**src/rtl/acpa_pkg.sv**
```systemverilog
// Shared types, widths and constants for the calibrated pitch angle block.
// Holds the calibration matrix, the arctangent table and the direction codes.
// Used by every module under rtl; depends on nothing else.
package acpa_pkg;

  localparam int CORDIC_ITERATIONS_DEF = 16;
  localparam int SAMPLE_BITS_DEF       = 16;

  // Field widths of the stream items.
  localparam int S_W      = 16;  // raw sample field
  localparam int TARGET_W = 11;
  localparam int PITCH_W  = 15;
  localparam int DIR_W    = 2;

  // Datapath widths.
  localparam int COEF_W = 27;            // signed Q.31 matrix entries and offsets
  localparam int PROD_W = S_W + COEF_W;  // sample times matrix entry
  localparam int ACC_W  = PROD_W + 2;    // sum of three products and an offset
  localparam int CAL_W  = 32;            // calibrated axis in Q.23
  localparam int D_W    = 34;            // CORDIC vector components
  localparam int ANG_W  = 33;            // CORDIC angle, 2^30 per quarter turn
  localparam int R_W    = 31;            // root magnitude and gain product operand
  localparam int GP_W   = 2 * R_W;       // gain correction product
  localparam int U_W    = 32;            // clamped angle, 0 .. 2^31
  localparam int SC_W   = U_W + PITCH_W; // angle times 18000
  localparam int BAND_W = 19;            // signed band edges in centidegrees

  localparam logic [R_W-1:0]   GAIN_INV     = R_W'(1304065748);
  localparam logic [ANG_W-1:0] QUARTER_TURN = ANG_W'(64'd1073741824);
  localparam logic [PITCH_W-1:0] PITCH_MAX  = PITCH_W'(18000);
  localparam int BAND_HALF = 500;
  localparam int CENTI     = 100;

  // Turn direction codes.
  localparam logic [DIR_W-1:0] DIR_CW     = 2'd0;
  localparam logic [DIR_W-1:0] DIR_CCW    = 2'd1;
  localparam logic [DIR_W-1:0] DIR_INSIDE = 2'd2;
  localparam logic [DIR_W-1:0] DIR_EDGE   = 2'd3;

  // Rows 0..2 multiply the x, y and z samples; row 3 is the offset.
  localparam logic signed [COEF_W-1:0] CAL_M [4][3] = '{
    '{ 27'sd2035472,   -27'sd42813,    -27'sd51512   },
    '{ -27'sd48009,    27'sd2071574,   -27'sd22475   },
    '{ 27'sd10197,     -27'sd10462,    27'sd2171305  },
    '{ -27'sd14438630, -27'sd4821243,  -27'sd39742360 }
  };

  localparam logic [29:0] ATAN_TAB [32] = '{
    30'd536870912, 30'd316933406, 30'd167458907, 30'd85004756, 30'd42667331,
    30'd21354465,  30'd10679838,  30'd5340245,   30'd2670163,  30'd1335087,
    30'd667544,    30'd333772,    30'd166886,    30'd83443,    30'd41722,
    30'd20861,     30'd10430,     30'd5215,      30'd2608,     30'd1304,
    30'd652,       30'd326,       30'd163,       30'd81,       30'd41,
    30'd20,        30'd10,        30'd5,         30'd3,        30'd1,
    30'd1,         30'd0
  };

endpackage

```
**src/rtl/acpa_calib.sv**
```systemverilog
// Affine calibration of one raw three-axis sample, three register stages:
// nine products, the rounded sums in Q.23, then the magnitude of the z axis.
// Depends on acpa_pkg.
module acpa_calib #(
  parameter int SAMPLE_BITS = acpa_pkg::SAMPLE_BITS_DEF
) (
  input  logic                            clk,
  input  logic                            rst,
  input  logic                            en,
  input  logic                            valid_i,
  input  logic [acpa_pkg::S_W-1:0]        accel_x,
  input  logic [acpa_pkg::S_W-1:0]        accel_y,
  input  logic [acpa_pkg::S_W-1:0]        accel_z,
  output logic                            valid_o,
  output logic signed [acpa_pkg::CAL_W-1:0] cal_x,
  output logic signed [acpa_pkg::CAL_W-1:0] cal_y,
  output logic signed [acpa_pkg::CAL_W-1:0] abs_z
);
  import acpa_pkg::*;

  logic signed [SAMPLE_BITS-1:0] smp_raw [3];
  logic signed [S_W-1:0]         smp [3];
  logic signed [PROD_W-1:0]      prod [3][3];
  logic signed [ACC_W-1:0]       acc [3];
  logic signed [CAL_W-1:0]       cal [3];
  logic                          v1, v2;

  // Only the low SAMPLE_BITS bits of each field carry the sample.
  assign smp_raw[0] = accel_x[SAMPLE_BITS-1:0];
  assign smp_raw[1] = accel_y[SAMPLE_BITS-1:0];
  assign smp_raw[2] = accel_z[SAMPLE_BITS-1:0];

  always_comb begin
    for (int i = 0; i < 3; i++) begin
      smp[i] = S_W'(smp_raw[i]);
    end
  end

  always_comb begin
    for (int j = 0; j < 3; j++) begin
      acc[j] = ACC_W'(CAL_M[3][j]) + ACC_W'(prod[0][j]) + ACC_W'(prod[1][j])
             + ACC_W'(prod[2][j]) + ACC_W'(128);
    end
  end

  always_ff @(posedge clk) begin
    if (rst) begin
      v1      <= 1'b0;
      v2      <= 1'b0;
      valid_o <= 1'b0;
    end else if (en) begin
      v1      <= valid_i;
      v2      <= v1;
      valid_o <= v2;
    end
  end

  always_ff @(posedge clk) begin
    if (en) begin
      for (int i = 0; i < 3; i++) begin
        for (int j = 0; j < 3; j++) begin
          prod[i][j] <= PROD_W'(smp[i]) * PROD_W'(CAL_M[i][j]);
        end
      end
      for (int j = 0; j < 3; j++) begin
        cal[j] <= acc[j][CAL_W+7:8];
      end
      cal_x <= cal[0];
      cal_y <= cal[1];
      abs_z <= (cal[2] < 0) ? -cal[2] : cal[2];
    end
  end

endmodule

```
**config.mk**
```make
export PLATFORM = sky130hd
export DESIGN_NAME = acpa_calib
export DESIGN_NICKNAME = d
export VERILOG_FILES = /design/src/rtl/acpa_pkg.sv /design/src/rtl/acpa_calib.sv
export SDC_FILE = /design/constraint.sdc
export NUM_CORES = 2
export LEC_CHECK = 0
export ABC_AREA = 1
export BUFFER_PORTS_ARGS = -buffer_cell sky130_fd_sc_hd__buf_2
export CAP_MARGIN = 15
export CORE_ASPECT_RATIO = 0.5
export CORE_MARGIN = 5
export CORE_UTILIZATION = 40
export DETAILED_ROUTE_END_ITERATION = 16
export MAX_ROUTING_LAYER = met4
export PLACE_DENSITY_LB_ADDON = 0.2
export SYNTH_ARGS = -nofsm -noshare
export SYNTH_HDL_FRONTEND = slang
export SYNTH_SLANG_ARGS = --single-unit
export TNS_END_PERCENT = 20
```
**constraint.sdc**
```tcl
create_clock -name clk -period 5.5 [get_ports clk]
set_input_delay 1.1 -clock clk [delete_from_list [all_inputs] [get_ports clk]]
set_output_delay 1.1 -clock clk [all_outputs]
set_load 0.05 [all_outputs]
```
==> run_results.csv <==
group,metric,value,unit
status,status,"completed",
drt,ant_nets,0,
global_route,grt_max_degree,111,
hold_path,min_to,"cal_x[27]",
cts,numCtsBuffers,52,
hold_path,min_from,"cal[0][27]",
place,place_inst,12390,
sta,post-route-period-util,99.93,%
critical_path,cpMostUsedCell,"fa_1",
critical_path,max_stage_delay,0.79,ns
critical_path,r2r_end,"cal[1][28]",
floorplan,ioPinCount,149,
synthesis,ys_async_sr_fraction,0,%
floorplan,die-area,198600,um2
hold_path,min_path_cells,0,
global_route,grt_usage,27.74,%
critical_path,crit_type,"input port to flop",
global_route,antenna_found_initial,13,
place,gp_congestion,1.002,
synthesis,synth_warnings,0,
critical_path,slowest_stage,"fa_2",
flow_run,drv_cap,0,
layout,area_growth,22.06,%
critical_path,arrival,5.91,ns
floorplan,rows,112,
drt,drc_errors,0,
critical_path,reg2reg_from,"prod[2][85]",
sta,rsz0062_at_grt,"yes",
synthesis,synth-seq-cells,482,
drt,routed_wl,266000,um
drt,drt-wirelength-per-cell,21.29,um
sta,slew_headroom,31.59,%
sta,finalClockSkew,0.04198,ns
place,io_buffers,148,
critical_path,cp_cell_sequence,"buf_8 -> fa_2 -> fa_2 -> inv_4 -> fa_1 -> fa_1 -> inv_1 -> fa_1 -> fa_1 -> ha_4 -> a21oi_1 -> o21ai_1 -> buf_4 -> a21oi_1 -> nand3_1 -> nand2_1 -> nand2_1",
layout,drive_above_1_share,18.83,%
hold_path,hold_class,"flop to flop",
critical_path,rrSetupSlack,1.61,ns
cts,clk_path_buf_depth,3,
synthesis,ys_types,56,
drt,vias,61690,
synthesis,synth-main-ff-cell,"edfxtp_1",
global_route,first_global_vias,63140,
sta,hold_viol,0,
critical_path,startpoint_type,"input port",
global_route,grt_remaining_overflow,0,
drt,drt_iter0_markers,4919,
sta,tightest_slew,1.026,ns
sta,drv_slew,0,
synthesis,syn-instance-count,8510,
floorplan,die_y,317.7,um
place,dpl_worst_slack,-0.8516,ns
sta,fin_setup_tns,0,ns
drt,dr.pass1.iters,7,
synthesis,syn-num-nets,10800,
synthesis,syn_area,75720,um2
sta,fin_crit,5.496,ns
floorplan,coreArea,187400,um2
place,dpl.hpwl,237900,um
drt,viasPerCell,4.936,
critical_path,crit_fanout,5,
critical_path,required,5.91,ns
floorplan,initial_core_util,40.41,%
critical_path,reg2regPathDepth,12,
global_route,grt_pass1_wl,402100,um
sta,max_freq,181.9,MHz
sta,setup_viol,0,
floorplan,die_w,625.3,um
layout,nNetsFinal,12230,
cts,cts.sinks,482,
layout,layoutNonFillerInstCount,12500,
cts,cts-root-buf,"clkbuf_16",
sta,worst_slack,0.003692,ns
cts,cts.clk_slew.worst_paths,0.07,ns
cts,htreeDepth,2,
cts,insertion_delay,0.70,ns
synthesis,synth-edff-count,479,
sta,holdWs,0.4028,ns
cts,tritoncts,"yes",
critical_path,endpoint_kind,"flop",
synthesis,avgSynthCellArea,8.898,um2
synthesis,ys_seq_area_share,19.08,%
cell type report:
type	count	area, um2
flip-flops and latches	482	14440
repair buffers	1385	10400
multi-input cells	5834	54510
clock buffers	58	1324
diodes	5	12.51
inverters	2185	8223
clock inverters	40	379.1
well taps	2508	3138
fillers	18160	94930
worst max-delay path: cells and delay by family:
| family | cells | cell delay [ns] |
|---|---|---|
| simple gates | 3 | 0.24 |
| fa+ha+maj | 7 | 3.61 |
| compound gates | 3 | 0.53 |
| buf+inv | 4 | 0.41 |
Yosys cell counts (16+ instances only):
master / n / area share [%]
nor3_1: 61 / 0.40
nor4_1: 16 / 0.13
o21bai_1: 72 / 0.71
o21ai_0: 199 / 1.3
a31oi_1: 19 / 0.16
xnor2_1: 70 / 0.81
nand3_1: 300 / 2.0
xor2_1: 252 / 2.9
inv_1: 2179 / 11
ha_1: 1307 / 22
nand2_2: 40 / 0.33
nor2_1: 535 / 2.7
a21o_1: 49 / 0.49
edfxtp_1: 479 / 19
nor2_2: 20 / 0.17
nand4_1: 103 / 0.85
a21boi_0: 16 / 0.16
nand2_1: 1311 / 6.5
a21oi_1: 384 / 2.5
fa_1: 935 / 25
logic make-up after synthesis:
family / after synthesis / synth area share, %
XOR/XNOR: 323 / 3.746
flip-flops: 482 / 19.08
adder cells (fa/ha/maj): 2242 / 46.32
buffers and inverters: 2194 / 10.88
AO/OA/AOI/OAI: 812 / 6.178
AND/OR/NAND/NOR: 2457 / 13.80
state kept, by name, indices dropped and copies added (netlist names):
register / count
abs_z: 32
cal: 96
prod: 287
v2: 1
cal_x: 32
v1: 1
valid_o: 1
cal_y: 32
how the worst max path moves through the flow:
stage / depth (start not counted) / startpoint / slack [ns] / endpoint
floorplan: 18 / accel_z[15] / -0.22 / prod[2][127]
global placement: 22 / accel_x[14] / -0.85 / prod[0][42]
detailed placement: 22 / accel_x[14] / -0.85 / prod[0][42]
CTS: 15 / accel_y[4] / -0.01 / prod[1][127]
global route: 21 / accel_x[13] / -0.10 / prod[0][73]
finish: 17 / accel_x[4] / 0.004 / prod[0][71]
layout by cell type (no fill, tap or decap), types with 14 or more instances in the layout:
cell type / count
nor4_1: 14
buf_2: 131
xor2_1: 239
o21ai_2: 17
fa_2: 21
nor2_1: 480
a21oi_1: 350
a31oi_1: 17
nand4_1: 103
ha_2: 14
buf_12: 20
a21o_1: 49
nor3_2: 22
o21bai_1: 67
nand3_1: 297
nand2_2: 57
inv_2: 25
nand2_1: 1289
or2_2: 14
ha_4: 46
inv_1: 2153
xnor2_1: 69
fa_1: 914
clkbuf_16: 52
nor3_1: 48
nor2_2: 63
buf_6: 16
buf_4: 1207
nand3b_1: 14
o21ai_1: 36
ha_1: 1247
a21oi_2: 35
edfxtp_1: 479
o21ai_0: 170
stage by stage:
stage / instance area (um2) / utilization (%)
after global routing: 92420 / 49.33
after CTS: 91150 / 48.65
after floorplan: 76100 / -
final: 92430 / 49.33
after detailed placement: 89400 / 47.72
after global placement: 89400 / 47.72
timing repair:
action / 4_1_cts / 5_1_grt
hold buffers: 0 / 0
endpoints found under the setup margin: 17 / 134
gates resized for setup: 11 / 297
pin swaps: 5 / 64
setup buffers: 1 / 6
metal layers:
layer	vias to the layer above	part of all wire, %	track usage [%]
met3	214	5.8	3.398
li1	29660	-	-
met1	30290	50	41.18
met4	0	1.9	4.232
met2	1527	43	41.32
met5	-	0	-
Power is not shown: default switching activity piles up to over one toggle a cycle in this logic, so the estimate is an artifact.
