$ cat src/rtl/acpa_pkg.sv
// Shared types, widths and constants for the calibrated pitch angle block.
// Holds the calibration matrix, the arctangent table and the direction codes.
// Used by every module under rtl; depends on nothing else.
package acpa_pkg;

  localparam int CORDIC_ITERATIONS_DEF = 16;
  localparam int SAMPLE_BITS_DEF       = 16;

  // Field widths of the stream items.
  localparam int S_W      = 16;  // raw sample field
  localparam int TARGET_W = 11;
  localparam int PITCH_W  = 15;
  localparam int DIR_W    = 2;

  // Datapath widths.
  localparam int COEF_W = 27;            // signed Q.31 matrix entries and offsets
  localparam int PROD_W = S_W + COEF_W;  // sample times matrix entry
  localparam int ACC_W  = PROD_W + 2;    // sum of three products and an offset
  localparam int CAL_W  = 32;            // calibrated axis in Q.23
  localparam int D_W    = 34;            // CORDIC vector components
  localparam int ANG_W  = 33;            // CORDIC angle, 2^30 per quarter turn
  localparam int R_W    = 31;            // root magnitude and gain product operand
  localparam int GP_W   = 2 * R_W;       // gain correction product
  localparam int U_W    = 32;            // clamped angle, 0 .. 2^31
  localparam int SC_W   = U_W + PITCH_W; // angle times 18000
  localparam int BAND_W = 19;            // signed band edges in centidegrees

  localparam logic [R_W-1:0]   GAIN_INV     = R_W'(1304065748);
  localparam logic [ANG_W-1:0] QUARTER_TURN = ANG_W'(64'd1073741824);
  localparam logic [PITCH_W-1:0] PITCH_MAX  = PITCH_W'(18000);
  localparam int BAND_HALF = 500;
  localparam int CENTI     = 100;

  // Turn direction codes.
  localparam logic [DIR_W-1:0] DIR_CW     = 2'd0;
  localparam logic [DIR_W-1:0] DIR_CCW    = 2'd1;
  localparam logic [DIR_W-1:0] DIR_INSIDE = 2'd2;
  localparam logic [DIR_W-1:0] DIR_EDGE   = 2'd3;

  // Rows 0..2 multiply the x, y and z samples; row 3 is the offset.
  localparam logic signed [COEF_W-1:0] CAL_M [4][3] = '{
    '{ 27'sd2035472,   -27'sd42813,    -27'sd51512   },
    '{ -27'sd48009,    27'sd2071574,   -27'sd22475   },
    '{ 27'sd10197,     -27'sd10462,    27'sd2171305  },
    '{ -27'sd14438630, -27'sd4821243,  -27'sd39742360 }
  };

  localparam logic [29:0] ATAN_TAB [32] = '{
    30'd536870912, 30'd316933406, 30'd167458907, 30'd85004756, 30'd42667331,
    30'd21354465,  30'd10679838,  30'd5340245,   30'd2670163,  30'd1335087,
    30'd667544,    30'd333772,    30'd166886,    30'd83443,    30'd41722,
    30'd20861,     30'd10430,     30'd5215,      30'd2608,     30'd1304,
    30'd652,       30'd326,       30'd163,       30'd81,       30'd41,
    30'd20,        30'd10,        30'd5,         30'd3,        30'd1,
    30'd1,         30'd0
  };

endpackage

$ cat src/rtl/acpa_cordic_cell.sv
// One vectoring CORDIC cell: a single micro-rotation towards b = 0 with its
// own output register, passing side data along unchanged. Depends on acpa_pkg.
module acpa_cordic_cell #(
  parameter int STAGE  = 0,
  parameter int SIDE_W = 1
) (
  input  logic                              clk,
  input  logic                              rst,
  input  logic                              en,
  input  logic                              valid_i,
  input  logic signed [acpa_pkg::D_W-1:0]   a_i,
  input  logic signed [acpa_pkg::D_W-1:0]   b_i,
  input  logic signed [acpa_pkg::ANG_W-1:0] ang_i,
  input  logic [SIDE_W-1:0]                 side_i,
  output logic                              valid_o,
  output logic signed [acpa_pkg::D_W-1:0]   a_o,
  output logic signed [acpa_pkg::D_W-1:0]   b_o,
  output logic signed [acpa_pkg::ANG_W-1:0] ang_o,
  output logic [SIDE_W-1:0]                 side_o
);
  import acpa_pkg::*;

  localparam logic signed [ANG_W-1:0] STEP_ANG = ANG_W'(ATAN_TAB[STAGE]);

  logic signed [D_W-1:0] da, db;

  // Arithmetic shifts round towards minus infinity, as the scheme requires.
  assign da = b_i >>> STAGE;
  assign db = a_i >>> STAGE;

  always_ff @(posedge clk) begin
    if (rst) begin
      valid_o <= 1'b0;
    end else if (en) begin
      valid_o <= valid_i;
    end
  end

  always_ff @(posedge clk) begin
    if (en) begin
      side_o <= side_i;
      if (b_i >= 0) begin
        a_o   <= a_i + da;
        b_o   <= b_i - db;
        ang_o <= ang_i + STEP_ANG;
      end else begin
        a_o   <= a_i - da;
        b_o   <= b_i + db;
        ang_o <= ang_i - STEP_ANG;
      end
    end
  end

endmodule

$ cat config.mk
export PLATFORM = sky130hd
export DESIGN_NAME = acpa_cordic_cell
export DESIGN_NICKNAME = d
export VERILOG_FILES = /design/src/rtl/acpa_pkg.sv /design/src/rtl/acpa_cordic_cell.sv
export SDC_FILE = /design/constraint.sdc
export NUM_CORES = 1
export LEC_CHECK = 0
export BUFFER_PORTS_ARGS = -buffer_cell sky130_fd_sc_hd__buf_2
export CAP_MARGIN = 20
export CORE_UTILIZATION = 45
export CTS_CLUSTER_SIZE = 24
export DETAILED_ROUTE_END_ITERATION = 10
export PLACE_DENSITY = 0.77
export SYNTH_ARGS = -nofsm -noshare
export SYNTH_HDL_FRONTEND = slang
export SYNTH_SLANG_ARGS = --single-unit
$ cat constraint.sdc
create_clock -name clk -period 3.57 [get_ports clk]
set_input_delay 0.1785 -clock clk [delete_from_list [all_inputs] [get_ports clk]]
set_output_delay 0.1785 -clock clk [all_outputs]
set_load 0.02 [all_outputs]
==> results of run 1 <==
==> cells in the final DEF, fill, tap and decap left out, types with 20 or more instances in the layout <==
cell,n
a21o_1,22
buf_2,207
o21ai_0,55
a21oi_1,121
xnor2_1,58
o21bai_1,20
nand2_1,52
inv_1,103
nor2_1,82
buf_4,28
ha_1,101
edfxtp_1,101
==> cells in the mapped netlist (6+ instances only) <==
cell type / count / area (sq um)
nand2b_1: 9 / 56.3
nand2_1: 52 / 195
a211oi_1: 16 / 120
mux2i_1: 14 / 140
xor2_1: 7 / 61.3
a21o_1: 22 / 165
nor3_1: 16 / 80.1
nor2b_1: 9 / 56.3
inv_2: 6 / 22.5
nand4_1: 6 / 37.5
a21oi_1: 121 / 606
buf_2: 11 / 55.1
o21ai_1: 8 / 40.0
clkbuf_1: 24 / 90.1
o21ai_0: 55 / 275
o31ai_1: 11 / 82.6
nor2_1: 82 / 308
nand3_1: 14 / 70.1
edfxtp_1: 101 / 3030
o21bai_1: 20 / 150
buf_1: 6 / 22.5
o211ai_1: 12 / 90.1
xnor2_1: 58 / 508
inv_1: 103 / 387
ha_1: 101 / 1260
==> worst max-delay path: cells and delay by family <==
family	cells	cell delay [ps]
AND/OR/NAND/NOR	2	190
multiplexers	1	140
XOR/XNOR	1	160
AO/OA/AOI/OAI	5	1460
adder cells (fa/ha/maj)	1	490
buffers and inverters	3	370
==> cells by family after synthesis <==
group                      Yosys count  synth area share [%]
AOI/OAI and AO/OA                  332                  24.2
buffers and inverters              158                  6.97
adders and majority gates          105                  14.8
DFF                                102                  33.6
muxes                               16                  1.79
xor gates and xnor gates            65                  6.27
and+or+nand+nor                    230                  12.3
==> sequential cells by signal, indices dropped and copies added (netlist names) <==
| signal | count |
|---|---|
| b_o | 33 |
| valid_o | 1 |
| a_o | 34 |
| side_o | 1 |
| ang_o | 33 |
==> power groups by stage <==
stage	Sequential, W	Combinational (W)	Clock (W)
CTS	0.00159	0.00164	0.00111
detailed placement	0.00162	0.00162	0
global placement	0.00162	0.00161	0
global route	0.00161	0.00179	0.00115
floorplan	0.00183	0.000847	0
finish	0.00159	0.00165	0.00109
==> metrics by stage <==
| step | total power [W] | hold slack (ps) |
|---|---|---|
| 6_report | 0.00434 | 5.18 |
| 2_1_floorplan | 0.00268 | 251 |
| 3_5_place_dp | 0.00324 | 341 |
| 5_1_grt | 0.00455 | 0.657 |
| 3_3_place_gp | 0.00322 | 338 |
| 4_1_cts | 0.00434 | 0.130 |
==> final timing paths <==
path / from / end / depth (start not counted)
max: a_i[4] / a_o[29]$_DFFE_PP_ / 13
min: ang_i[13] / ang_o[13]$_DFFE_PP_ / 1
max reg2reg: valid_o$_SDFFE_PP0P_ / valid_o$_SDFFE_PP0P_ / 2
min reg2reg: valid_o$_SDFFE_PP0P_ / valid_o$_SDFFE_PP0P_ / 2
==> layout make-up <==
cell class,instances,area [sq um],share of cell area (%)
multi-input combinational,748,5390,49.5
clock buffer,10,229,2.10
clock inverter,6,92.6,0.850
inverter,111,417,3.83
tap,265,332,3.04
timing repair buffer,248,1380,12.6
sequential,102,3050,28.0
==> routing by layer <==
| metal | vias up | track usage, % | wire [microns] |
|---|---|---|---|
| met5 | - | 0 | 0 |
| met4 | 0 | 9.18 | 605 |
| met3 | 41 | 3.91 | 2170 |
| met2 | 397 | 42.7 | 12400 |
| met1 | 3874 | 34.1 | 11700 |
| li1 | 4024 | - | - |
==> results.cfg, run 1 <==
[layout]
fin_nets = 1431
nFillCells = 1779
diodes = 0
final_cells = 1490
drive_gt1_share_pct = 23.8
finish.instance_area_sq_um = 10900
postLayoutCoreUtil_pct = 55.6
areaGrowthSynthToFinish_pct = 20.0

[synthesis]
synth_seq_cells = 102
ys_seq_area_share_pct = 33.6
syn_inst = 1008
synthesis.nets = 1219
synth_area_sq_um = 9080
synthFlopType = edfxtp_1
synth_warnings = 0
yosysUniqueCellTypes = 87
syn_area_per_cell_sq_um = 9.01
async_flop_share_pct = 0
synth_edf_count = 101

[timing]
slew_viol_final = 0
finalCritPeriodShare_pct = 81.5
hold_viol_final = 0
finClkSkew_ps = 0
worstMarginPinSlew_ps = 833
fmax_mhz = 344
slew_headroom_pct = 44.5
setup_viol = 0
tns_ps = 0
worst_slack_ps = 659
rsz0062_at_grt = no
period_minus_slack_ps = 2910

[worst_setup_path]
crit_arrival_ps = 3000
path_class = primary input to flip-flop
max_stage_delay_ps = 490
crit_chain = buf_2 -> inv_1 -> ha_1 -> buf_4 -> nor2b_1 -> nor3_2 -> a21oi_1 -> o311ai_2 -> a21oi_2 -> o31a_1 -> a311oi_2 -> mux2i_1 -> xnor2_1
r2r_slack_ps = 2990
required_ps = 3660
cp-end-kind = flip-flop
worst_setup_path_start_kind = primary input
cpMaxStageDelayCell = ha_1
path_max_fanout = 11

[pwr]
combPwrFrac_pct = 38.1
ir_worst_vdd_v = 0.000215
power.switching_w = 0.00157
p_sw_share_pct = 36.2
power_leakage_nw = 4.93
p_seq_share_pct = 36.7
intPower_w = 0.00276
power.density_nw_per_um2 = 398
clkPwrFrac_pct = 25.2

[cts]
cts_tree = done
clkLatencyLatePin_ps = 350
clk_pin_slew_ps = 70
clockBufferDepth = 2
numCtsBuffers = 9
clkSinkCount = 102
cts_root_buf = clkbuf_16
htreeDepth = 3
post_cts_buffers = 0
ctsHoldBuffers = 12
cts_resized = 0

[global_routing]
grt_pass1_vias = 7809
grt_pass1_wl_microns = 40900
grt-ovfl-total = 0
grt_max_degree = 83
antenna_found_initial = 0
grt_use_total_pct = 25.8

[drt]
dr.pass1.iters = 5
avgViaCountPerCell = 5.59
wl_per_cell_microns = 18.0
remaining_drc_errors = 0
drtAntennaViolNets = 0
drt_iter0_markers = 640
vias = 8336
finalWirelength_microns = 26800

[status]
status = completed

[floorplan]
die-area_sq_um = 20700
core_area_sq_um = 19600
die_y_microns = 144
initial_core_util_pct = 46.3
rows = 51
pin_count = 209
die_w_microns = 144

[place]
gp_congestion = 0.979
port-buffer-count = 208
dp.cells = 1461
place_area_sq_um = 10400
place_ws_ps = 314
place_hpwl_microns = 21400

[worst_hold_path]
min_path_type = primary input to flip-flop

[flow_run]
max-cap-violations = 0
Note: power is estimated with default switching activity, not from simulation.
==> run 2, diff against run 1 <==
--- a/config.mk
+++ b/config.mk
@@ -10,7 +10,7 @@
 export CORE_UTILIZATION = 45
 export CTS_CLUSTER_SIZE = 24
 export DETAILED_ROUTE_END_ITERATION = 10
-export PLACE_DENSITY = 0.77
+export PLACE_DENSITY = 0.79
 export SYNTH_ARGS = -nofsm -noshare
 export SYNTH_HDL_FRONTEND = slang
 export SYNTH_SLANG_ARGS = --single-unit
==> constraint.sdc (replaced) <==
create_clock -name clk -period 2.5 [get_ports clk]
set_input_delay 0.125 -clock clk [delete_from_list [all_inputs] [get_ports clk]]
set_output_delay 0.125 -clock clk [all_outputs]
set_load 0.02 [all_outputs]
==> run 2 against run 1 <==
Net effect:
- the run now ends with negative setup slack left
- non-clock buffer count grew 242
- first-iteration DRC count grew 10%
- power grew 55%
- cell count grew 16%
- die area is the same
- combinational power grew 82%
- worst hold slack gained 18 ps
- sequential cell count is the same
- routed wire length grew 15%
==> results.cfg, run 2 (synthesis gave the netlist of run 1 again) <==
[status]
status = finished with violations
violations = negative setup slack

[worst_setup_path]
crit_family = compound AO/OA/AOI/OAI gates
max_stage_delay_ps = 390
required_ps = 2600
cp-end-kind = flip-flop
cpMaxStageDelayCell = a2111o_1
path_max_fanout = 7
crit_chain = buf_2 -> inv_1 -> ha_4 -> a21o_1 -> or3_4 -> o2111ai_4 -> nand4_1 -> a41oi_4 -> o31ai_4 -> a2111o_1 -> o41ai_2 -> xor2_1
path_class = primary input to flip-flop
crit_arrival_ps = 2610
cp.buffers_inverters = 2
worst_setup_path_start_kind = primary input

[timing]
finalCritPeriodShare_pct = 100
slew_headroom_pct = 60.5
fmax_mhz = 398
hold_viol_final = 0
worstMarginPinSlew_ps = 592
fin_hold_ws_ps = 23.6
period_minus_slack_ps = 2510
worst_slack_ps = -11.2
rsz0062_at_grt = yes
setup_viol = 1
slew_viol_final = 0
finClkSkew_ps = 0

[floorplan]
die_y_microns = 144
initial_core_util_pct = 46.3
die_w_microns = 144
die-area_sq_um = 20700
pin_count = 209
core_area_sq_um = 19600
rows = 51

[drt]
wl_per_cell_microns = 17.9
vias = 9379
drt_iter0_markers = 707
dr.pass1.iters = 5
drtAntennaViolNets = 0
remaining_drc_errors = 0
finalWirelength_microns = 31000
avgViaCountPerCell = 5.42

[pwr]
power_leakage_nw = 6.19
clkPwrFrac_pct = 21.1
ir_worst_vdd_v = 0.000299
p_seq_share_pct = 34.0
p_sw_share_pct = 37.3
intPower_w = 0.00421
power.switching_w = 0.00250
power.density_nw_per_um2 = 501
combPwrFrac_pct = 44.9

[global_routing]
antenna_found_initial = 0
grt-ovfl-total = 0
grt_pass1_wl_microns = 46400
grt_pass1_vias = 9030
grt_max_degree = 47
grt_use_total_pct = 29.2

[layout]
top_register = a_o
multi_input_area_sq_um = 5980
diodes = 0
areaGrowthSynthToFinish_pct = 47.6
top_regs = a_o: 34 flops, ang_o: 33 flops, b_o: 33 flops
mostFrequentLayoutCells = buf_4 (244), buf_2 (203), a21oi_1 (114), edfxtp_1 (101), inv_1 (95)
fin_nets = 1673
drive_gt1_share_pct = 40.3
register_area_sq_um = 3050
final_cells = 1732
largest_register_ffs = 34
postLayoutCoreUtil_pct = 68.4
nFillCells = 1543
mostFrequentLayoutCell = buf_4

[cts]
clk_pin_slew_ps = 70
clockBufferDepth = 2
numCtsBuffers = 9
htreeDepth = 3
cts_tree = done
cts_root_buf = clkbuf_16
clkLatencyLatePin_ps = 360
clkSinkCount = 102

[place]
gp_congestion = 0.949
port-buffer-count = 208
dp.cells = 1680
place_hpwl_microns = 24000

[worst_hold_path]
min_path_type = primary input to flip-flop

[flow_run]
max-cap-violations = 0
==> run 2: final cells by class <==
type	count	share of cell area, %
Multi-Input combinational cell	748	44.6
Timing Repair Buffer	490	24.9
Sequential cell	102	22.8
Inverter	111	3.12
Tap cell	265	2.47
Clock buffer	10	1.71
Clock inverter	6	0.411
==> run 2: metrics by stage <==
stage | cell area (sq um) | total power [W] | setup TNS (ps) | worst slack [ps]
after floorplan | 9110 | 0.00383 | -26.2 | -26.2
after global placement | 12200 | 0.00501 | -12660 | -483
after detailed placement | 12200 | 0.00506 | -14020 | -524
after CTS | 12900 | 0.00655 | -90.9 | -45.8
after global routing | 13400 | 0.00702 | -462 | -83.8
final | 13400 | 0.00671 | -11.2 | -11.2
==> run 2: worst reg2reg max path, delay by kind of cell (launching register included) <==
kind	cells	cell delay, ps
DFF	1	310
muxes	1	120
and+or+nand+nor	1	50
==> run 2: timing repair <==
item                       CTS  global route
setup endpoints to repair   20            26
resized for setup           37            77
hold buffers                31             0
setup buffers                1             6
pin swaps                   18            47
hold endpoints to repair    31             0
==> run 2: worst paths after layout <==
path              slack, ps                 start                   end  depth (start not counted)
setup / recovery        -10                a_i[4]     b_o[33]$_DFFE_PP_                         12
hold / removal           20               valid_i  valid_o$_SDFFE_PP0P_                          3
setup reg to reg       1920  valid_o$_SDFFE_PP0P_  valid_o$_SDFFE_PP0P_                          2
hold reg to reg         510  valid_o$_SDFFE_PP0P_  valid_o$_SDFFE_PP0P_                          2
==> run 2: routing by layer <==
metal	part of all wire, %	wire (microns)	GRT usage (%)	up-vias
met2	48	14900	51.4	434
met3	7.6	2350	4.11	47
li1	-	-	-	4497
met4	2.0	617	7.84	0
met5	0	0	0	-
met1	42	13000	37.2	4401
==> run 2: power groups by stage <==
stage          sequential, W  clock [W]  combinational (W)
2_1_floorplan        0.00262          0            0.00122
5_1_grt              0.00230    0.00148            0.00324
6_report             0.00228    0.00141            0.00301
4_1_cts              0.00228    0.00143            0.00284
3_5_place_dp         0.00232          0            0.00274
3_3_place_gp         0.00231          0            0.00270
