==> src/rtl/acpa_pkg.sv <==
// Shared types, widths and constants for the calibrated pitch angle block.
// Holds the calibration matrix, the arctangent table and the direction codes.
// Used by every module under rtl; depends on nothing else.
package acpa_pkg;

  localparam int CORDIC_ITERATIONS_DEF = 16;
  localparam int SAMPLE_BITS_DEF       = 16;

  // Field widths of the stream items.
  localparam int S_W      = 16;  // raw sample field
  localparam int TARGET_W = 11;
  localparam int PITCH_W  = 15;
  localparam int DIR_W    = 2;

  // Datapath widths.
  localparam int COEF_W = 27;            // signed Q.31 matrix entries and offsets
  localparam int PROD_W = S_W + COEF_W;  // sample times matrix entry
  localparam int ACC_W  = PROD_W + 2;    // sum of three products and an offset
  localparam int CAL_W  = 32;            // calibrated axis in Q.23
  localparam int D_W    = 34;            // CORDIC vector components
  localparam int ANG_W  = 33;            // CORDIC angle, 2^30 per quarter turn
  localparam int R_W    = 31;            // root magnitude and gain product operand
  localparam int GP_W   = 2 * R_W;       // gain correction product
  localparam int U_W    = 32;            // clamped angle, 0 .. 2^31
  localparam int SC_W   = U_W + PITCH_W; // angle times 18000
  localparam int BAND_W = 19;            // signed band edges in centidegrees

  localparam logic [R_W-1:0]   GAIN_INV     = R_W'(1304065748);
  localparam logic [ANG_W-1:0] QUARTER_TURN = ANG_W'(64'd1073741824);
  localparam logic [PITCH_W-1:0] PITCH_MAX  = PITCH_W'(18000);
  localparam int BAND_HALF = 500;
  localparam int CENTI     = 100;

  // Turn direction codes.
  localparam logic [DIR_W-1:0] DIR_CW     = 2'd0;
  localparam logic [DIR_W-1:0] DIR_CCW    = 2'd1;
  localparam logic [DIR_W-1:0] DIR_INSIDE = 2'd2;
  localparam logic [DIR_W-1:0] DIR_EDGE   = 2'd3;

  // Rows 0..2 multiply the x, y and z samples; row 3 is the offset.
  localparam logic signed [COEF_W-1:0] CAL_M [4][3] = '{
    '{ 27'sd2035472,   -27'sd42813,    -27'sd51512   },
    '{ -27'sd48009,    27'sd2071574,   -27'sd22475   },
    '{ 27'sd10197,     -27'sd10462,    27'sd2171305  },
    '{ -27'sd14438630, -27'sd4821243,  -27'sd39742360 }
  };

  localparam logic [29:0] ATAN_TAB [32] = '{
    30'd536870912, 30'd316933406, 30'd167458907, 30'd85004756, 30'd42667331,
    30'd21354465,  30'd10679838,  30'd5340245,   30'd2670163,  30'd1335087,
    30'd667544,    30'd333772,    30'd166886,    30'd83443,    30'd41722,
    30'd20861,     30'd10430,     30'd5215,      30'd2608,     30'd1304,
    30'd652,       30'd326,       30'd163,       30'd81,       30'd41,
    30'd20,        30'd10,        30'd5,         30'd3,        30'd1,
    30'd1,         30'd0
  };

endpackage

==> src/rtl/acpa_out.sv <==
// Output stages: offset and clamp of the angle, scaling to centidegrees with
// rounding, and the comparison with the target band. Depends on acpa_pkg.
module acpa_out (
  input  logic                              clk,
  input  logic                              rst,
  input  logic                              en,
  input  logic                              valid_i,
  input  logic signed [acpa_pkg::ANG_W-1:0] ang_i,
  input  logic                              zero_i,
  input  logic [acpa_pkg::TARGET_W-1:0]     target_angle,
  output logic                              valid_o,
  output logic [acpa_pkg::PITCH_W-1:0]      pitch_centideg,
  output logic [acpa_pkg::DIR_W-1:0]        turn_direction
);
  import acpa_pkg::*;

  logic signed [ANG_W:0]     u_full;
  logic [U_W-1:0]            u;
  logic [SC_W-1:0]           scaled;
  logic [SC_W:0]             scaled_rnd;
  logic [SC_W-U_W+1:0]       p_full;
  logic [PITCH_W-1:0]        pitch;
  logic signed [BAND_W-1:0]  band_mid, band_lo, band_hi, pitch_s;
  logic [DIR_W-1:0]          dir;
  logic                      v1, v2, v3;

  // A zero vector has no defined angle and reads as level.
  assign u_full = zero_i ? (ANG_W+1)'(QUARTER_TURN)
                         : (ANG_W+1)'(ang_i) + (ANG_W+1)'(QUARTER_TURN);

  assign scaled_rnd = (SC_W+1)'(scaled) + (SC_W+1)'(QUARTER_TURN);
  assign p_full     = scaled_rnd[SC_W:U_W-1];

  assign band_mid = $signed(BAND_W'(target_angle) * BAND_W'(CENTI));
  assign pitch_s  = $signed(BAND_W'(pitch));

  always_comb begin
    if (pitch_s < band_lo) begin
      dir = DIR_CW;
    end else if (pitch_s > band_hi) begin
      dir = DIR_CCW;
    end else if (pitch_s > band_lo && pitch_s < band_hi) begin
      dir = DIR_INSIDE;
    end else begin
      dir = DIR_EDGE;
    end
  end

  // The band follows the target in the next cycle. The user must change the
  // target only while no item is in flight; the block does not enforce this.
  always_ff @(posedge clk) begin
    if (rst) begin
      band_lo <= -BAND_W'(BAND_HALF);
      band_hi <= BAND_W'(BAND_HALF);
    end else begin
      band_lo <= band_mid - BAND_W'(BAND_HALF);
      band_hi <= band_mid + BAND_W'(BAND_HALF);
    end
  end

  always_ff @(posedge clk) begin
    if (rst) begin
      v1      <= 1'b0;
      v2      <= 1'b0;
      v3      <= 1'b0;
      valid_o <= 1'b0;
    end else if (en) begin
      v1      <= valid_i;
      v2      <= v1;
      v3      <= v2;
      valid_o <= v3;
    end
  end

  always_ff @(posedge clk) begin
    if (en) begin
      if (u_full < 0) begin
        u <= '0;
      end else if (u_full > (ANG_W+1)'(2 * QUARTER_TURN)) begin
        u <= U_W'(2 * QUARTER_TURN);
      end else begin
        u <= u_full[U_W-1:0];
      end
      scaled <= SC_W'(u) * SC_W'(PITCH_MAX);
      pitch  <= (p_full > (SC_W-U_W+2)'(PITCH_MAX)) ? PITCH_MAX : p_full[PITCH_W-1:0];
      pitch_centideg <= pitch;
      turn_direction <= dir;
    end
  end

endmodule

==> config.mk <==
export PLATFORM = sky130hd
export DESIGN_NAME = acpa_out
export DESIGN_NICKNAME = d
export VERILOG_FILES = /design/src/rtl/acpa_pkg.sv /design/src/rtl/acpa_out.sv
export SDC_FILE = /design/constraint.sdc
export NUM_CORES = 1
export LEC_CHECK = 0
export BUFFER_PORTS_ARGS = -buffer_cell sky130_fd_sc_hd__buf_4
export CORE_ASPECT_RATIO = 0.8
export CORE_UTILIZATION = 30
export CTS_CLUSTER_DIAMETER = 120
export DETAILED_ROUTE_END_ITERATION = 16
export HOLD_SLACK_MARGIN = 0.03
export SETUP_SLACK_MARGIN = 0.5
export SLEW_MARGIN = 5
export SYNTH_ARGS = -nofsm -noshare
export SYNTH_HDL_FRONTEND = slang
export SYNTH_SLANG_ARGS = --single-unit
==> constraint.sdc <==
create_clock -name clk -period 5.5 [get_ports clk]
set_input_delay 0.55 -clock clk [delete_from_list [all_inputs] [get_ports clk]]
set_output_delay 0.55 -clock clk [all_outputs]
set_load 0.05 [all_outputs]
==> metrics.md, run 1 <==
| Metric | Value |
|---|---|
| H-tree depth | 4 |
| Status | finished, final reports clean |
| Syn_nets | 1573 |
| Fillers | 4005 |
| Core Footprint | 39500 sq um |
| Antenna diode count | 0 |
| Largest family of logic cells by synthesized area | adder cells |
| TritonCTS clock tree | yes |
| Num CTS Buffers | 17 |
| Clock sink count | 118 |
| Root cell of the clock tree | clkbuf_16 |
| Final WS setup | 0.626 ns |
| Die area | 41000 sq um |
| Placed insts | 1786 |
| Least-Margin Pin Slew | 0.765 ns |
| Largest net degree at the start of global routing | 57 |
| Number of enable flip-flop cells after synthesis | 81 |
| Final instance area | 14400 sq um |
| Async S/R FF share, synth | 0 |
| Layout cells sized above 1 | 0.153 |
| Worst Path Required | 5.68 ns |
| Sum of negative setup slack | 0 ns |
| Worst-Skew Late Latency | 0.43 ns |
| Dpl cell area | 13200 sq um |
| FF+latch area | 3170 sq um |
| Number of synthesis warnings | 0 |
| Max-slew violations | 0 |
| Final RePlAce weighted congestion | 0.860 |
| Drt wl/cell | 13.6 microns |
| Via-to-Cell Ratio | 4.61 |
| Synth Cell Area | 12100 sq um |
| Top_reg_cell synth | edfxtp_1 |
| Worst EP arrival | 5.06 ns |
| Multi-input gate area | 8360 sq um |
| Post-Place Setup Slack | 0.222 ns |
| #FFs+latches synth | 118 |
| Drt total wl | 25.4 mm |
| Max-cap violations | 0 |
| Clock buffer depth | 2 |
| Synth area leader | ha_1 |
| Final Hold Viols | 0 |
| Post-synthesis compound-gate area fraction | 0.0964 |
| Total grt overflow | 0 |
| Crit end category | flip-flop |
| Top cells by area, synth | ha_1 (25%), edfxtp_1 (20%), fa_1 (14%) |
| Post-route insts no fill | 1865 |
| Tcrit/Tclk final | 0.886 |
| Mux cell area share after synthesis | 0.00799 |
| XOR/XNOR share of the synthesized area | 0.0420 |
| Crit start category | flip-flop |
| Global-route wire length before repair | 42.4 mm |
| Final ANT Viol Nets | 0 |
| Number of global-route vias before repair | 8710 |
| Area growth syn-to-layout | 19.7% |
| Seq/Total Area, Yosys | 0.263 |
| Slew HR | 0.490 |
| Residual DRC | 0 |
| Row cnt | 65 |
| Max VDD drop | 265 uV |
| Clock slew at reported path FFs | 0.06 ns |
| CP Class | reg -> reg |
| Post-synth cell types | 70 |
| Post-DP HPWL | 20.9 mm |
| Via count | 8589 |
| # port buffers | 66 |
| Skew final | 0.0135 ns |
| Crit path max fanout | 5 |
| Post-Synth Adder-Cell Area | 0.394 |
| Fmax | 205 MHz |
| RSZ-0062 raised after global routing | true |
| Post-synth top area share | 0.251 |
| HP Class | in -> reg |
| Leak pwr | 6.80 nW |
| GRT Overall Usage | 0.129 |
| Die height | 181 microns |
| Final number of setup-violating endpoints | 0 |
| Die Wd | 226 microns |
| Cells after Synth | 1196 |
| Post-Synth Simple-Gate Area | 0.129 |
| Drt initial violations | 305 |
| Starting Density | 0.305 |
| Top Ports | 67 |
| Antenna violations before repair | 0 |
| Power per cell area | 505 nW/um^2 |
| Mapped Avg Cell Area | 10.1 sq um |
| Initial DRT Pass Iterations | 7 |
| Layout net count | 1693 |
| Tmin final | 4.87 ns |
state kept, by name (all words and copies together) (netlist names):
register,count
u,32
band_lo,17
scaled,17
band_hi,16
pitch,15
pitch_centideg,15
turn_direction,2
v1,1
v2,1
v3,1
valid_o,1
final cells by class:
cell class | count | area share
Multi-Input combinational cell | 861 | 0.579
Sequential cell | 118 | 0.220
Timing Repair Buffer | 118 | 0.0616
Inverter | 200 | 0.0520
Tap cell | 536 | 0.0465
Clock buffer | 18 | 0.0312
Clock inverter | 14 | 0.00945
critical path: stages (launching register included):
cell	delay, ns
edfxtp_1	0.50
ha_1	0.35
ha_1	0.30
fa_1	0.51
fa_1	0.54
inv_1	0.05
fa_1	0.52
inv_1	0.04
ha_1	0.32
a211o_1	0.31
o221ai_4	0.23
and3_4	0.25
o31ai_4	0.09
nor3_4	0.23
o41ai_2	0.09
or2_2	0.28
placed cells by master, fill, tap and decap left out, drive strengths merged, types with 5 or more instances in the layout:
cell,n
a211oi,9
a21o,24
a21oi,45
and2,33
and3,11
buf,118
clkbuf,18
clkinv,5
dfxtp,37
edfxtp,81
fa,86
ha,242
inv,208
mux2i,7
nand2,53
nand2b,18
nand3,23
nand4,16
nor2,59
nor2b,13
nor3,24
nor4,14
o211ai,6
o21a,12
o21ai,35
or2,5
or3,7
xnor2,29
xor2,28
cell usage after synthesis, types with 3 or more instances:
master,n
nand4_1,16
ha_1,242
a2111oi_0,4
mux2i_1,7
o21bai_1,4
nand2b_1,18
clkbuf_1,16
a211oi_1,8
edfxtp_1,81
o31ai_1,3
a21o_1,24
and3_1,9
dfxtp_1,37
nor2b_1,13
xnor2_1,28
o2111ai_1,4
nor2_1,59
a21oi_1,44
inv_1,200
nand2_1,52
and2_1,33
nor4_1,13
a31oi_1,3
a41oi_1,4
o211ai_1,6
or2_2,4
or3_1,7
o21ai_0,32
o21ai_1,3
nand3_1,21
o21a_1,12
and4_1,4
xor2_1,28
fa_1,86
nand3b_1,4
nor3_1,24
metal layers:
layer  up-vias  GRT usage  part of all wire
li1       4392          -                 -
met1      4068      0.184              0.53
met2       111      0.201              0.44
met3        18     0.0224             0.028
met4         0     0.0308            0.0094
met5         -          0                 0
metrics by stage:
step	hold slack (ns)	total power (W)	utilization
2_1_floorplan	0.426	0.00458	-
3_5_place_dp	0.467	0.00560	0.334
6_report	0.335	0.00729	0.365
5_1_grt	0.334	0.00802	0.365
3_3_place_gp	0.439	0.00555	0.334
4_1_cts	0.310	0.00688	0.354
path summary, 6_finish.rpt:
| path | from | to | slack (ns) | cells after the start |
|---|---|---|---|---|
| worst max-delay path | u[6]$_SDFFCE_PP0P_ | scaled[46]$_DFFE_PP_ | 0.63 | 15 |
| worst min-delay path | target_angle[0] | band_lo[2]$_SDFF_PP1_ | 0.34 | 2 |
| worst max register to register | u[6]$_SDFFCE_PP0P_ | scaled[46]$_DFFE_PP_ | 0.63 | 15 |
| worst min register to register | pitch[2]$_SDFFCE_PN0P_ | pitch_centideg[2]$_DFFE_PP_ | 0.47 | 0 |
kinds of logic (layout without fill, tap and decap cells):
| family | Yosys count | in the layout |
|---|---|---|
| muxes | 9 | 9 |
| AOI/OAI and AO/OA | 175 | 175 |
| adders and majority gates | 328 | 328 |
| and+or+nand+nor | 292 | 292 |
| DFF | 118 | 118 |
| buffers and inverters | 217 | 350 |
| xor gates and xnor gates | 57 | 57 |
repair_timing:
item / in CTS / in global routing
pin swaps: 1 / 23
hold buffers: 0 / 0
resized for setup: 13 / 33
setup buffers: 16 / 31
hold endpoints to repair: 0 / 0
setup endpoints to repair: 8 / 9
power breakdown:
part	leakage, nW	total (W)	internal [W]	switching, W
registers	1.09	0.00143	0.00126	0.000172
logic	5.42	0.00475	0.00207	0.00269
clock network	0.295	0.00111	0.000660	0.000448
No activity file was read; power rests on OpenSTA's default activity.
==> run 2: changes to the inputs <==
- CORE_MARGIN: unset -> 1.5
- CTS_BUF_LIST: unset -> sky130_fd_sc_hd__clkbuf_8 sky130_fd_sc_hd__clkbuf_16
==> metrics.md, run 2 (synthesized netlist as in run 1, its figures left out) <==
| Metric | Value |
|---|---|
| Layout net count | 1691 |
| Clock buffer depth | 2 |
| Hold Crit Start | target_angle[0] |
| Number of global-route vias before repair | 8696 |
| Post-route insts no fill | 1863 |
| Leak pwr | 6.77 nW |
| TritonCTS clock tree | yes |
| Fmax | 204 MHz |
| Total grt overflow | 0 |
| Status | finished, final reports clean |
| Biggest registers after layout | u x32, band_lo x17, scaled x17 |
| Power per cell area | 503 nW/um^2 |
| Max-cap violations | 0 |
| GRT Overall Usage | 0.130 |
| Largest Register | u |
| Final WS setup | 0.591 ns |
| Clock slew at reported path FFs | 0.07 ns |
| Least-Margin Pin Slew | 0.784 ns |
| Row cnt | 65 |
| HP Class | in -> reg |
| Sum of negative setup slack | 0 ns |
| Final Hold Viols | 0 |
| Hold EP | band_lo[2]$_SDFF_PP1_ |
| Most used cells in the layout excluding fill and tap cells | ha_1 (231), inv_1 (200), buf_4 (116), fa_1 (86), edfxtp_1 (81) |
| Clock sink count | 118 |
| # port buffers | 66 |
| Residual DRC | 0 |
| Multi-input gate area | 8340 sq um |
| Via count | 8656 |
| Antenna violations before repair | 0 |
| Final ANT Viol Nets | 0 |
| Worst r2r dst | scaled[44]$_DFFE_PP_ |
| Drt initial violations | 400 |
| Drt total wl | 26.1 mm |
| Slew HR | 0.478 |
| Max VDD drop | 266 uV |
| Die height | 182 microns |
| Placed insts | 1785 |
| Hold path depth | 2 |
| Reg-to-reg setup timing slack | 0.59 ns |
| Initial DRT Pass Iterations | 5 |
| Worst reg2reg startpoint | u[17]$_SDFFCE_PP0P_ |
| Worst EP arrival | 5.09 ns |
| Drt wl/cell | 14.0 microns |
| Hold buffers post-CTS | 0 |
| Worst Path Required | 5.69 ns |
| Worst-Skew Late Latency | 0.44 ns |
| Final number of setup-violating endpoints | 0 |
| Tcrit/Tclk final | 0.893 |
| Post-Place Setup Slack | 0.252 ns |
| Tmin final | 4.91 ns |
| Die Wd | 227 microns |
| Max stage delay on crit path | 0.54 ns |
| Crit start category | flip-flop |
| Final core utilization | 0.363 |
| RSZ-0062 raised after global routing | true |
| Fillers | 3955 |
| Skew final | 0.0127 ns |
| Worst Setup SP | u[17]$_SDFFCE_PP0P_ |
| Final RePlAce weighted congestion | 0.852 |
| Largest net degree at the start of global routing | 57 |
| Max-slew violations | 0 |
| Area growth syn-to-layout | 19.0% |
| Crit path cell chain | ha_1 > ha_1 > fa_1 > fa_1 > inv_1 > fa_1 > inv_1 > ha_4 > and4_4 > and4_4 > o311ai_4 > a311oi_2 > nor3_2 > buf_4 > o21bai_4 > a41oi_2 > xnor2_1 |
| Crit path top cell by count | fa_1 |
| Die area | 41400 sq um |
| Starting Density | 0.305 |
| Global-route wire length before repair | 43.2 mm |
| H-tree depth | 4 |
| Num CTS Buffers | 17 |
| Layout cells sized above 1 | 0.149 |
| CP Class | reg -> reg |
| Via-to-Cell Ratio | 4.65 |
| Worst Reg-to-Reg Cells | 17 |
| Root cell of the clock tree | clkbuf_16 |
| Post-DP HPWL | 21.2 mm |
| Antenna diode count | 0 |
| CP max stage cell | fa_1 |
| Commonest non-fill, non-tap cell in the layout | ha_1 |
| Core Footprint | 39500 sq um |
| Crit path max fanout | 5 |
| Max reg flops | 32 |
| FF+latch area | 3170 sq um |
| Top Ports | 67 |
| Crit end category | flip-flop |
## run 2: report_power, final
| group | switching (W) | internal (W) | total, W |
|---|---|---|---|
| clock network | 0.000439 | 0.000616 | 0.00106 |
| registers | 0.000170 | 0.00126 | 0.00143 |
| logic | 0.00270 | 0.00203 | 0.00473 |
## run 2: worst max-delay path: cells and delay by family (launching register included)
kind                       cells  cell delay [ns]
AOI/OAI and AO/OA              4             0.73
xor gates and xnor gates       1             0.15
adders and majority gates      6             2.44
buffers and inverters          3             0.27
DFF                            1             0.48
and+or+nand+nor                3             0.57
## run 2: repair_timing
item                                    CTS  global route
buffers inserted                         22            24
endpoints found under the setup margin    9            11
resized for setup                        11            30
pin swaps                                 1            28
## run 2: final cells by class
| cell class | count | area share |
|---|---|---|
| flip-flops and latches | 118 | 0.221 |
| inverters | 200 | 0.0523 |
| repair buffers | 116 | 0.0607 |
| clock buffers | 19 | 0.0323 |
| clock inverters | 13 | 0.00628 |
| multi-input cells | 861 | 0.581 |
| well taps | 536 | 0.0467 |
## run 2: how the worst max path moves through the flow
| stage | to | slack [ns] | cells past startpoint |
|---|---|---|---|
| after CTS | scaled[44]$_DFFE_PP_ | 0.49 | 17 |
| final | scaled[44]$_DFFE_PP_ | 0.59 | 17 |
| after global placement | scaled[46]$_DFFE_PP_ | 0.33 | 16 |
| after global routing | scaled[44]$_DFFE_PP_ | 0.41 | 17 |
| after detailed placement | scaled[39]$_DFFE_PP_ | 0.25 | 16 |
| after floorplan | scaled[39]$_DFFE_PP_ | 0.54 | 16 |
## run 2: layer usage
metal / up-vias / share of wire / global-route usage
li1: 4383 / - / -
met1: 4133 / 0.52 / 0.182
met2: 121 / 0.44 / 0.205
met3: 19 / 0.031 / 0.0243
met4: 0 / 0.0096 / 0.0283
met5: - / 0 / 0
## run 2: metrics by stage
step	hold WS, ns	power (W)	area [sq um]
2_1_floorplan	0.426	0.00458	12100
3_3_place_gp	0.443	0.00554	13200
3_5_place_dp	0.451	0.00562	13200
4_1_cts	0.311	0.00683	14000
5_1_grt	0.321	0.00792	14400
6_report	0.331	0.00721	14400
==> run 3: changes to the inputs <==
- REMOVE_ABC_BUFFERS: unset -> 1
==> metrics.md, run 3 (synthesized netlist as in run 1, its figures left out) <==
| Metric | Value |
|---|---|
| Status | finished, final reports clean |
| Switch share | 0.456 |
| Smallest hold slack | 0.329 ns |
| Starting Density | 0.305 |
| Via count | 8620 |
| Biggest registers after layout | u x32, band_lo x17, scaled x17 |
| Clock buffer depth | 2 |
| Final ANT Viol Nets | 0 |
| Die height | 182 microns |
| Worst EP arrival | 5.04 ns |
| Final Hold Viols | 0 |
| Max reg flops | 32 |
| Final instance area | 14500 sq um |
| Final RePlAce weighted congestion | 0.829 |
| Total grt overflow | 0 |
| Reg-to-reg setup timing slack | 0.64 ns |
| Fmax | 206 MHz |
| Slew HR | 0.488 |
| Power per cell area | 511 nW/um^2 |
| Crit start category | flip-flop |
| Via-to-Cell Ratio | 4.62 |
| CP max stage cell | fa_1 |
| Drt wl/cell | 14.0 microns |
| Worst Path Required | 5.68 ns |
| Post-DP HPWL | 20.8 mm |
| Core Footprint | 39500 sq um |
| Max stage delay on crit path | 0.56 ns |
| Largest net degree at the start of global routing | 59 |
| Clock power frac | 0.153 |
| Final core utilization | 0.368 |
| Worst r2r dst | scaled[44]$_DFFE_PP_ |
| Internal Dissipation | 0.00404 W |
| Post-route insts no fill | 1866 |
| Max VDD drop | 276 uV |
| Crit path top cell by count | fa_1 |
| Hold EP | band_lo[2]$_SDFF_PP1_ |
| # port buffers | 66 |
| Num CTS Buffers | 17 |
| Worst reg2reg startpoint | u[18]$_SDFFCE_PP0P_ |
| Skew final | 0.0143 ns |
| Layout cells sized above 1 | 0.161 |
| Die Wd | 227 microns |
| Tmin final | 4.86 ns |
| Die area | 41400 sq um |
| CP Class | reg -> reg |
| Crit end category | flip-flop |
| Least-Margin Pin Slew | 0.768 ns |
| Row cnt | 65 |
| Worst-Skew Late Latency | 0.44 ns |
| Global-route wire length before repair | 42.7 mm |
| Drt initial violations | 443 |
| Drt total wl | 26.0 mm |
| Number of global-route vias before repair | 8586 |
| Leak pwr | 6.81 nW |
| Final number of setup-violating endpoints | 0 |
| Top Ports | 67 |
| GRT Overall Usage | 0.129 |
| Sum of negative setup slack | 0 ns |
| Clock sink count | 118 |
| HP Class | in -> reg |
| Reg power frac | 0.193 |
| Layout net count | 1694 |
| Dpl cell area | 13200 sq um |
| Hold path depth | 2 |
| Largest Register | u |
| Comb power frac | 0.654 |
| Most used cells in the layout excluding fill and tap cells | ha_1 (223), inv_1 (200), buf_4 (118), fa_1 (85), edfxtp_1 (81) |
| Residual DRC | 0 |
| RSZ-0062 raised after global routing | false |
| H-tree depth | 4 |
| TritonCTS clock tree | yes |
| Area growth syn-to-layout | 20.6% |
| Root cell of the clock tree | clkbuf_16 |
| Psw | 0.00339 W |
| Placed insts | 1784 |
| Tcrit/Tclk final | 0.883 |
| Clock slew at reported path FFs | 0.06 ns |
| Crit path max fanout | 5 |
| Commonest non-fill, non-tap cell in the layout | ha_1 |
| Initial DRT Pass Iterations | 5 |
| Antenna diode count | 0 |
| Worst Reg-to-Reg Cells | 17 |
| Max-cap violations | 0 |
| Antenna violations before repair | 0 |
| Max-slew violations | 0 |
| Crit path cell chain | ha_1 > ha_1 > fa_1 > fa_1 > inv_1 > fa_1 > inv_1 > ha_4 > and4_4 > and4_4 > o311ai_4 > a311oi_2 > nor3_2 > buf_4 > o21bai_4 > a41oi_2 > xnor2_1 |
| Hold buffers post-CTS | 0 |
| Hold Crit Start | target_angle[0] |
## run 3: area by class of cell
class | instances | area (sq um)
clock buffer | 19 | 464
fill | 3945 | 25000
inverter | 200 | 751
clock inverter | 13 | 134
timing repair buffer | 119 | 897
tap | 536 | 671
sequential | 118 | 3170
multi-input combinational | 861 | 8450
## run 3: what timing repair did
item	CTS	global route
endpoints found under the setup margin	8	13
pin swaps	1	34
gates resized for setup	8	47
buffers inserted	15	35
## run 3: worst max-delay path by stage
stage | from | to | slack (ns) | cells past startpoint
6_report | u[18]$_SDFFCE_PP0P_ | scaled[44]$_DFFE_PP_ | 0.64 | 17
5_1_grt | u[10]$_SDFFCE_PP0P_ | scaled[44]$_DFFE_PP_ | 0.44 | 18
4_1_cts | u[7]$_SDFFCE_PP0P_ | scaled[45]$_DFFE_PP_ | 0.41 | 16
3_5_place_dp | u[19]$_SDFFCE_PP0P_ | scaled[44]$_DFFE_PP_ | 0.26 | 17
3_3_place_gp | u[18]$_SDFFCE_PP0P_ | scaled[46]$_DFFE_PP_ | 0.34 | 16
2_1_floorplan | u[10]$_SDFFCE_PP0P_ | scaled[39]$_DFFE_PP_ | 0.54 | 16
## run 3: per-layer routing
layer  part of all wire  routed length (microns)  GRT usage
met1               0.53                    13700      0.188
met5                  0                        0          0
met3              0.030                      788     0.0240
met2               0.43                    11200      0.194
met4              0.012                      311     0.0366
## run 3: critical path: cells and delay by family, from the launching register on
| family | cells | cell delay (ns) |
|---|---|---|
| adder cells (fa/ha/maj) | 6 | 2.48 |
| AO/OA/AOI/OAI | 4 | 0.65 |
| AND/OR/NAND/NOR | 3 | 0.59 |
| flip-flops | 1 | 0.44 |
| buffers and inverters | 3 | 0.28 |
| XOR/XNOR | 1 | 0.15 |
## run 3: metrics by stage
step / setup WS, ns / power, W
2_1_floorplan: 0.540 / 0.00457
3_3_place_gp: 0.335 / 0.00554
3_5_place_dp: 0.262 / 0.00560
4_1_cts: 0.412 / 0.00687
5_1_grt: 0.445 / 0.00812
6_report: 0.645 / 0.00743
## run 3: power groups by stage
stage | clock (W) | combinational (W) | sequential [W]
floorplan | 0 | 0.00311 | 0.00146
global placement | 0 | 0.00409 | 0.00145
detailed placement | 0 | 0.00414 | 0.00146
CTS | 0.00116 | 0.00428 | 0.00144
global route | 0.00120 | 0.00546 | 0.00146
finish | 0.00114 | 0.00486 | 0.00143
